### src/sv/mcfb_pkg.sv
// ----------------------------------------------------------------------------
// Modbus CRC frame builder package
// Shared types, step codes and the nibble-wide CRC-16/MODBUS update.
// ----------------------------------------------------------------------------
package mcfb_pkg;

  // Item kinds on the input channel.
  localparam logic KIND_HEADER  = 1'b0;
  localparam logic KIND_PAYLOAD = 1'b1;

  // CRC-16/MODBUS start value.
  localparam logic [15:0] CRC_INIT = 16'hFFFF;

  // Step counter width and step codes within one item.
  localparam int unsigned STEP_W = 3;
  localparam logic [STEP_W-1:0] STEP_HDR_BYTE   = 3'd0;
  localparam logic [STEP_W-1:0] STEP_SEQ        = 3'd1;
  localparam logic [STEP_W-1:0] STEP_ADDR       = 3'd2;
  localparam logic [STEP_W-1:0] STEP_CMD        = 3'd3;
  localparam logic [STEP_W-1:0] STEP_LEN        = 3'd4;
  localparam logic [STEP_W-1:0] STEP_HDR_CRC_LO = 3'd5;
  localparam logic [STEP_W-1:0] STEP_HDR_CRC_HI = 3'd6;
  localparam logic [STEP_W-1:0] STEP_DATA       = 3'd0;
  localparam logic [STEP_W-1:0] STEP_PAY_CRC_LO = 3'd1;
  localparam logic [STEP_W-1:0] STEP_PAY_CRC_HI = 3'd2;

  // One accepted input transaction.
  typedef struct packed {
    logic       kind;
    logic [7:0] sequence_req;
    logic [7:0] slave_address;
    logic [7:0] command;
    logic [7:0] payload_length;
    logic [7:0] payload_byte;
  } item_t;

  // One output byte of the frame.
  typedef struct packed {
    logic [7:0] frame_byte;
    logic       frame_end;
  } obyte_t;

  // Nibble lookup table for the reflected polynomial 0xA001.
  function automatic logic [15:0] nib_tab(input logic [3:0] idx);
    logic [15:0] val;
    case (idx)
      4'h0:    val = 16'h0000;
      4'h1:    val = 16'hCC01;
      4'h2:    val = 16'hD801;
      4'h3:    val = 16'h1400;
      4'h4:    val = 16'hF001;
      4'h5:    val = 16'h3C00;
      4'h6:    val = 16'h2800;
      4'h7:    val = 16'hE401;
      4'h8:    val = 16'hA001;
      4'h9:    val = 16'h6C00;
      4'hA:    val = 16'h7800;
      4'hB:    val = 16'hB401;
      4'hC:    val = 16'h5000;
      4'hD:    val = 16'h9C01;
      4'hE:    val = 16'h8801;
      default: val = 16'h4400;
    endcase
    return val;
  endfunction

  // One byte of CRC update, low nibble first.
  function automatic logic [15:0] crc_byte(input logic [15:0] crc, input logic [7:0] b);
    logic [15:0] c1;
    logic [15:0] c2;
    c1 = nib_tab(b[3:0] ^ crc[3:0]) ^ {4'b0000, crc[15:4]};
    c2 = nib_tab(b[7:4] ^ c1[3:0]) ^ {4'b0000, c1[15:4]};
    return c2;
  endfunction

endpackage

### src/sv/mcfb_in_stage.sv
// ----------------------------------------------------------------------------
// Modbus CRC frame builder input stage
// Registers one input transaction and holds it until the emitter releases it.
// ----------------------------------------------------------------------------
module mcfb_in_stage (
  input  logic            clk_i,
  input  logic            rst_ni,
  input  logic            valid_i,
  output logic            ready_o,
  input  mcfb_pkg::item_t item_i,
  output logic            valid_o,
  output mcfb_pkg::item_t item_o,
  input  logic            pop_i
);

  logic            valid_q;
  logic            valid_d;
  mcfb_pkg::item_t item_q;

  // The register takes a new transaction when empty or when emptied this cycle.
  assign ready_o = !valid_q || pop_i;

  always_comb begin
    valid_d = valid_q;
    if (pop_i) begin
      valid_d = 1'b0;
    end
    if (valid_i && ready_o) begin
      valid_d = 1'b1;
    end
  end

  // Control state.
  always_ff @(posedge clk_i or negedge rst_ni) begin
    if (!rst_ni) begin
      valid_q <= 1'b0;
    end else begin
      valid_q <= valid_d;
    end
  end

  // Payload register.
  always_ff @(posedge clk_i) begin
    if (valid_i && ready_o) begin
      item_q <= item_i;
    end
  end

  assign valid_o = valid_q;
  assign item_o  = item_q;

endmodule

### src/sv/mcfb_emitter.sv
// ----------------------------------------------------------------------------
// Modbus CRC frame builder emitter
// Walks the held item one byte per cycle while the output is ready, keeps the
// running CRC and the frame state, and releases the item after its last byte.
// ----------------------------------------------------------------------------
module mcfb_emitter #(
  parameter int unsigned MAX_PAYLOAD = 250
) (
  input  logic             clk_i,
  input  logic             rst_ni,
  input  logic [7:0]       header_byte_i,
  input  logic             item_valid_i,
  input  mcfb_pkg::item_t  item_i,
  output logic             pop_o,
  input  logic             out_ready_i,
  output logic             out_valid_o,
  output mcfb_pkg::obyte_t out_o
);

  logic [mcfb_pkg::STEP_W-1:0] step_q;
  logic [mcfb_pkg::STEP_W-1:0] step_d;
  logic [15:0]                 crc_q;
  logic [15:0]                 crc_d;
  logic                        open_q;
  logic                        open_d;
  logic [7:0]                  rem_q;
  logic [7:0]                  rem_d;

  logic [7:0]  max_len;
  logic [7:0]  len_c;
  logic [15:0] crc_base;
  logic [7:0]  data_byte;
  logic        is_data;
  logic        is_lo;
  logic        is_hi;
  logic        is_last;
  logic        is_header;
  logic        ignore;

  assign max_len   = 8'(MAX_PAYLOAD);
  assign is_header = (item_i.kind == mcfb_pkg::KIND_HEADER);

  // Clamp the requested length.
  assign len_c = (item_i.payload_length > max_len) ? max_len : item_i.payload_length;

  // A header restarts the CRC at its first byte.
  assign crc_base = (is_header && step_q == mcfb_pkg::STEP_HDR_BYTE) ?
                    mcfb_pkg::CRC_INIT : crc_q;

  // A payload with no frame open is dropped without output.
  assign ignore = !is_header && (step_q == mcfb_pkg::STEP_DATA) &&
                  (!open_q || rem_q == 8'd0);

  // Decode what the current step sends.
  always_comb begin
    data_byte = 8'd0;
    is_data   = 1'b1;
    is_lo     = 1'b0;
    is_hi     = 1'b0;
    is_last   = 1'b0;
    if (is_header) begin
      case (step_q)
        mcfb_pkg::STEP_HDR_BYTE: data_byte = header_byte_i;
        mcfb_pkg::STEP_SEQ:      data_byte = item_i.sequence_req;
        mcfb_pkg::STEP_ADDR:     data_byte = item_i.slave_address;
        mcfb_pkg::STEP_CMD:      data_byte = item_i.command;
        mcfb_pkg::STEP_LEN: begin
          data_byte = len_c;
          is_last   = (len_c != 8'd0);
        end
        mcfb_pkg::STEP_HDR_CRC_LO: begin
          is_data = 1'b0;
          is_lo   = 1'b1;
        end
        default: begin
          is_data = 1'b0;
          is_hi   = 1'b1;
          is_last = 1'b1;
        end
      endcase
    end else begin
      case (step_q)
        mcfb_pkg::STEP_DATA: begin
          data_byte = item_i.payload_byte;
          is_last   = (rem_q != 8'd1);
        end
        mcfb_pkg::STEP_PAY_CRC_LO: begin
          is_data = 1'b0;
          is_lo   = 1'b1;
        end
        default: begin
          is_data = 1'b0;
          is_hi   = 1'b1;
          is_last = 1'b1;
        end
      endcase
    end
  end

  // Sequence the bytes and update the frame state.
  always_comb begin
    step_d      = step_q;
    crc_d       = crc_q;
    open_d      = open_q;
    rem_d       = rem_q;
    pop_o       = 1'b0;
    out_valid_o = 1'b0;
    out_o.frame_byte = is_data ? data_byte : (is_lo ? crc_q[7:0] : crc_q[15:8]);
    out_o.frame_end  = is_hi;
    if (item_valid_i) begin
      if (ignore) begin
        pop_o = 1'b1;
      end else if (out_ready_i) begin
        out_valid_o = 1'b1;
        if (is_data) begin
          crc_d = mcfb_pkg::crc_byte(crc_base, data_byte);
        end
        if (is_header && step_q == mcfb_pkg::STEP_LEN) begin
          open_d = 1'b1;
          rem_d  = len_c;
        end
        if (!is_header && step_q == mcfb_pkg::STEP_DATA) begin
          rem_d = rem_q - 8'd1;
        end
        if (is_hi) begin
          crc_d  = mcfb_pkg::CRC_INIT;
          open_d = 1'b0;
          rem_d  = 8'd0;
        end
        if (is_last) begin
          step_d = '0;
          pop_o  = 1'b1;
        end else begin
          step_d = step_q + 1'b1;
        end
      end
    end
  end

  // Frame state registers.
  always_ff @(posedge clk_i or negedge rst_ni) begin
    if (!rst_ni) begin
      step_q <= '0;
      crc_q  <= mcfb_pkg::CRC_INIT;
      open_q <= 1'b0;
      rem_q  <= 8'd0;
    end else begin
      step_q <= step_d;
      crc_q  <= crc_d;
      open_q <= open_d;
      rem_q  <= rem_d;
    end
  end

endmodule

### src/sv/mcfb_out_stage.sv
// ----------------------------------------------------------------------------
// Modbus CRC frame builder output stage
// Output register that holds one frame byte until the sink takes it.
// ----------------------------------------------------------------------------
module mcfb_out_stage (
  input  logic             clk_i,
  input  logic             rst_ni,
  input  logic             valid_i,
  output logic             ready_o,
  input  mcfb_pkg::obyte_t data_i,
  output logic             valid_o,
  input  logic             ready_i,
  output mcfb_pkg::obyte_t data_o
);

  logic             valid_q;
  mcfb_pkg::obyte_t data_q;

  // The register loads when empty or when its byte leaves this cycle.
  assign ready_o = !valid_q || ready_i;

  always_ff @(posedge clk_i or negedge rst_ni) begin
    if (!rst_ni) begin
      valid_q <= 1'b0;
    end else if (ready_o) begin
      valid_q <= valid_i;
    end
  end

  // Payload register.
  always_ff @(posedge clk_i) begin
    if (ready_o && valid_i) begin
      data_q <= data_i;
    end
  end

  assign valid_o = valid_q;
  assign data_o  = data_q;

endmodule

### src/sv/modbus_crc_frame_builder_unit.sv
// ----------------------------------------------------------------------------
// Modbus CRC frame builder
// Turns header and payload transactions into an RS-485 frame byte stream.
// ----------------------------------------------------------------------------
// A header transaction sends the configured header byte, sequence, slave
// address, command and clamped length, then the two CRC-16/MODBUS bytes
// (low first) at once when the length is zero. Each payload transaction
// sends its byte, followed by the CRC bytes after the last one; frame_end_o
// marks the CRC high byte. The output carries one byte per cycle while the
// sink is ready. An item sends 1 byte for a payload byte, 3 for the last
// payload byte, 5 or 7 for a header, and none for a payload dropped with no
// frame open. The first byte of a transaction passes the input register and
// then the output register on its way out. Write header_byte_i only while
// the block is idle.
// ----------------------------------------------------------------------------
module modbus_crc_frame_builder_unit #(
  parameter int unsigned MAX_PAYLOAD = 250
) (
  input  logic       clk_i,
  input  logic       rst_ni,
  // Configuration write channel.
  input  logic       cfg_valid_i,
  output logic       cfg_ready_o,
  input  logic [7:0] header_byte_i,
  // Input item channel.
  input  logic       item_valid_i,
  output logic       item_ready_o,
  input  logic       kind_i,
  input  logic [7:0] sequence_req_i,
  input  logic [7:0] slave_address_i,
  input  logic [7:0] command_i,
  input  logic [7:0] payload_length_i,
  input  logic [7:0] payload_byte_i,
  // Output byte channel.
  output logic       frame_valid_o,
  input  logic       frame_ready_i,
  output logic [7:0] frame_byte_o,
  output logic       frame_end_o
);

  logic             cfg_wr;
  logic [7:0]       header_byte_q;
  mcfb_pkg::item_t  in_item;
  mcfb_pkg::item_t  held_item;
  logic             held_valid;
  logic             pop;
  logic             emit_valid;
  logic             emit_ready;
  mcfb_pkg::obyte_t emit_byte;
  mcfb_pkg::obyte_t out_byte;

  // Header byte register; a configuration transaction is always taken.
  assign cfg_ready_o = 1'b1;
  assign cfg_wr      = cfg_valid_i && cfg_ready_o;

  always_ff @(posedge clk_i or negedge rst_ni) begin
    if (!rst_ni) begin
      header_byte_q <= 8'd0;
    end else if (cfg_wr) begin
      header_byte_q <= header_byte_i;
    end
  end

  // Gather the input fields.
  always_comb begin
    in_item.kind           = kind_i;
    in_item.sequence_req   = sequence_req_i;
    in_item.slave_address  = slave_address_i;
    in_item.command        = command_i;
    in_item.payload_length = payload_length_i;
    in_item.payload_byte   = payload_byte_i;
  end

  mcfb_in_stage u_in_stage (
    .clk_i   (clk_i),
    .rst_ni  (rst_ni),
    .valid_i (item_valid_i),
    .ready_o (item_ready_o),
    .item_i  (in_item),
    .valid_o (held_valid),
    .item_o  (held_item),
    .pop_i   (pop)
  );

  mcfb_emitter #(
    .MAX_PAYLOAD (MAX_PAYLOAD)
  ) u_emitter (
    .clk_i         (clk_i),
    .rst_ni        (rst_ni),
    .header_byte_i (header_byte_q),
    .item_valid_i  (held_valid),
    .item_i        (held_item),
    .pop_o         (pop),
    .out_ready_i   (emit_ready),
    .out_valid_o   (emit_valid),
    .out_o         (emit_byte)
  );

  mcfb_out_stage u_out_stage (
    .clk_i   (clk_i),
    .rst_ni  (rst_ni),
    .valid_i (emit_valid),
    .ready_o (emit_ready),
    .data_i  (emit_byte),
    .valid_o (frame_valid_o),
    .ready_i (frame_ready_i),
    .data_o  (out_byte)
  );

  assign frame_byte_o = out_byte.frame_byte;
  assign frame_end_o  = out_byte.frame_end;

endmodule

### config.mk
export PLATFORM = sky130hd
export DESIGN_NAME = modbus_crc_frame_builder_unit
export DESIGN_NICKNAME = d
export VERILOG_FILES = /design/src/sv/mcfb_pkg.sv /design/src/sv/mcfb_in_stage.sv /design/src/sv/mcfb_emitter.sv /design/src/sv/mcfb_out_stage.sv /design/src/sv/modbus_crc_frame_builder_unit.sv
export SDC_FILE = /design/constraint.sdc
export NUM_CORES = 1
export LEC_CHECK = 0
export BUFFER_PORTS_ARGS = -buffer_cell sky130_fd_sc_hd__buf_2
export CAP_MARGIN = 20
export CORE_ASPECT_RATIO = 1.1
export CORE_MARGIN = 2
export CORE_UTILIZATION = 61
export DETAILED_ROUTE_END_ITERATION = 8
export PLACE_DENSITY = 0.87
export SLEW_MARGIN = 20
export SYNTH_ARGS = -nofsm -noshare
export SYNTH_HDL_FRONTEND = slang
export SYNTH_SLANG_ARGS = --single-unit
### constraint.sdc
create_clock -name clk_i -period 9.2 [get_ports clk_i]
set_input_delay 0.46 -clock clk_i [delete_from_list [all_inputs] [get_ports clk_i]]
set_output_delay 0.46 -clock clk_i [all_outputs]
set_load 0.05 [all_outputs]
==> impl_metrics.yaml <==
layout:
  fillers: 485
  layout-drive-gt1-share_pct: 28.1
  layout.nets: 476
  antenna_cells: 0
  ff_latch_area_sq_um: 2470
  syn_to_final_growth_pct: 11.9
  final_core_util_pct: 69.9
  multi_input_area_sq_um: 1700
sta:
  slew_viol_final: 0
  maxSlewHeadroom_pct: 34.0
  final.period_utilization_pct: 41.0
  rsz0062_at_grt: "no"
  timing.fmax_mhz: 265
  setup_viol: 0
  min_period_ns: 3.77
  tns_ns: 0
  finalClockSkew_ns: 0.0128
  hold_viol: 0
  worst_pin_slew_ns: 0.990
clocking:
  postCtsResizedCells: 0
  cts_setup_buffers: 0
  clk_path_buf_depth: 2
  cts_tree: "built"
  cts_buffers: 9
  cts.sink_count: 88
  cts_root_buf: "clkbuf_8"
  htreeDepth: 3
  clk_latency_ns: 0.37
  clk_pin_slew_ns: 0.09
  cts_hold_buf: 0
detailed_routing:
  ant_nets: 0
  drt-total-wl_mm: 9.08
  routed_via_density: 6.09
  num_vias: 3074
  drt-wirelength-per-cell_um: 18.0
  drtIter0Drc: 206
  dr.pass1.iters: 5
  drcViolationCount: 0
global_routing:
  grt_use_total_pct: 24.8
  grt_pass1_vias: 3015
  grt_first_pass_wirelength_mm: 14.6
  grt_antenna_before_repair: 0
  grt_overflow_total: 0
  grt_max_degree: 42
pwr:
  leakage_nw: 1.94
  p_per_area_nw_per_um2: 408
  peakVddDrop_mv: 0.257
  total_power_mw: 1.98
critical_path:
  slowest_delay_ns: 1.00
  worst_r2r_path_depth: 10
  path_cells: "inv_4 -> ha_1 -> a32oi_1 -> o21a_1 -> o21ai_0 -> a22oi_1 -> xnor3_1 -> xnor3_2 -> xor3_1 -> a21oi_1"
  reg2reg_from: "u_emitter.step_q[2]$_DFFE_PN0P_"
  cp_max_fo: 26
  path_buf_inv: 1
  cp-start-kind: "flip-flop"
  reg2reg_slack_ns: 5.43
  endpoint_kind: "flip-flop"
  crit_family: "XOR/XNOR gates"
  cp.arrival_ns: 4.07
  required_ns: 9.50
  r2r-end: "u_emitter.crc_q[0]$_DFFE_PN1P_"
  criticalPathCategory: "flip-flop to flip-flop"
  cp_slowest_cell: "dfrtp_1"
floorplan:
  rows: 32
  die_area_sq_um: 7780
  start_util_pct: 62.5
  io_pins: 66
  die-height_um: 92.3
  die_w_um: 84.3
  core_area_sq_um: 6930
flow_run:
  cap_violations: 0
run_status:
  outcome: "finished clean"
place:
  routabilityCongestion: 0.884
  dpl.hpwl_mm: 6.48
  io_buffers: 64
yosys:
  syn-num-nets: 418
  synthTopCellsByArea: "edfxtp_1 (35%), dfrtp_1 (13%), dfstp_2 (9.7%)"
  yosysSeqAreaShare_pct: 57.1
  yosys.area.top_type: "edfxtp_1"
  syn_area_sq_um: 4330
  ys_ff_latch: 88
  yosys.area.top_type_share_pct: 34.7
  syn_area_per_cell_sq_um: 12.1
  ys_types: 55
  async_flop_share_pct: 43.2
  synth_edf_count: 50
  yosys_warnings: 0
  syn_inst: 357
  synth_top_flop_cell: "edfxtp_1"
min_path:
  worstHoldPathType: "input port to asynchronous set/reset pin"
-- state kept, by name, indices dropped and copies added, names as in the netlist --
register             cells
u_emitter.crc_q         16
u_in_stage.valid_o       1
header_byte_q            8
u_out_stage.valid_o      1
u_emitter.open_q         1
u_emitter.rem_q          8
u_emitter.step_q         3
u_out_stage.data_o       9
u_in_stage.item_o       41
-- how the worst max path moves through the flow --
stage          slack [ns]                              to  depth (start not counted)                       startpoint
6_report             5.43  u_emitter.crc_q[0]$_DFFE_PN1P_                         10  u_emitter.step_q[2]$_DFFE_PN0P_
2_1_floorplan        5.94  u_in_stage.item_o[0]$_DFFE_PP_                         10  u_emitter.step_q[0]$_DFFE_PN0P_
3_3_place_gp         5.69  u_emitter.crc_q[0]$_DFFE_PN1P_                         10  u_emitter.step_q[2]$_DFFE_PN0P_
3_5_place_dp         5.52  u_emitter.crc_q[0]$_DFFE_PN1P_                         10  u_emitter.step_q[2]$_DFFE_PN0P_
4_1_cts              5.47  u_emitter.crc_q[0]$_DFFE_PN1P_                         10  u_emitter.step_q[2]$_DFFE_PN0P_
5_1_grt              5.23  u_emitter.crc_q[0]$_DFFE_PN1P_                         10  u_emitter.step_q[2]$_DFFE_PN0P_
-- worst reg2reg max path: stages, from the launching register on --
cell	delay, ns
dfrtp_1	1.00
inv_4	0.08
ha_1	0.35
a32oi_1	0.23
o21a_1	0.15
o21ai_0	0.07
a22oi_1	0.32
xnor3_1	0.51
xnor3_2	0.45
xor3_1	0.37
a21oi_1	0.18
-- logic make-up after synthesis --
kind of cell,after synthesis,synth area share [%]
other,1,0.0867
buffers and inverters,27,3.70
muxes,23,5.58
DFF,88,57.1
adders and majority gates,7,2.02
xor gates and xnor gates,27,7.00
AOI/OAI and AO/OA,92,14.9
and+or+nand+nor,92,9.60
-- power by group --
part,internal [mW],switching [mW],total (mW)
Sequential,0.593,0.0957,0.689
Clock,0.128,0.143,0.271
Combinational,0.439,0.577,1.02
-- synth_stat cells (3+ instances only) --
cell type,n
dfstp_2,16
edfxtp_1,50
and3_1,4
nor4_1,3
nand4_1,4
buf_2,3
a22oi_1,11
nor2_1,37
o22a_1,5
ha_1,7
o21ai_0,24
inv_1,8
o2bb2ai_1,3
o221ai_1,5
nand3_1,4
buf_6,5
nand2b_1,6
dfrtp_1,22
buf_4,4
nor3_1,4
nand2_1,24
clkbuf_1,6
xor2_1,6
mux2_2,9
xnor2_1,16
mux2i_1,14
a21oi_1,21
-- stage by stage --
stage / hold WS (ns) / instances / setup slack (ns) / area (sq um)
2_1_floorplan: 0.164 / 357 / 5.94 / 4330
3_3_place_gp: 0.490 / 488 / 5.69 / 4630
3_5_place_dp: 0.496 / 488 / 5.52 / 4630
4_1_cts: 0.228 / 504 / 5.47 / 4830
5_1_grt: 0.251 / 505 / 5.23 / 4840
6_report: 0.202 / 505 / 5.43 / 4840
-- layout by cell type (no fill, tap or decap), types with 11 or more instances in the layout --
master    netlist  layout
a21oi_1        21      21
a22oi_1        11      11
buf_2           3      64
dfrtp_1        22      22
dfstp_2        16      16
edfxtp_1       50      50
mux2i_1        14      14
nand2_1        24      24
nor2_1         37      37
o21ai_0        24      24
xnor2_1        16      16
-- per-layer routing --
layer | wire length, um | up-vias | track usage, %
met1 | 3600 | 1475 | 32.1
li1 | - | 1424 | -
met2 | 4470 | 145 | 38.9
met4 | 355 | 0 | 14.0
met3 | 658 | 30 | 5.53
met5 | 0 | - | 0
-- final cells by class --
class / instances / area share, %
clock inverters: 7 / 1.63
repair buffers: 65 / 6.77
well taps: 85 / 2.20
clock buffers: 9 / 2.56
flip-flops and latches: 88 / 51.1
inverters: 9 / 0.750
multi-input cells: 242 / 35.0
No activity file was read; power rests on OpenSTA's default activity.
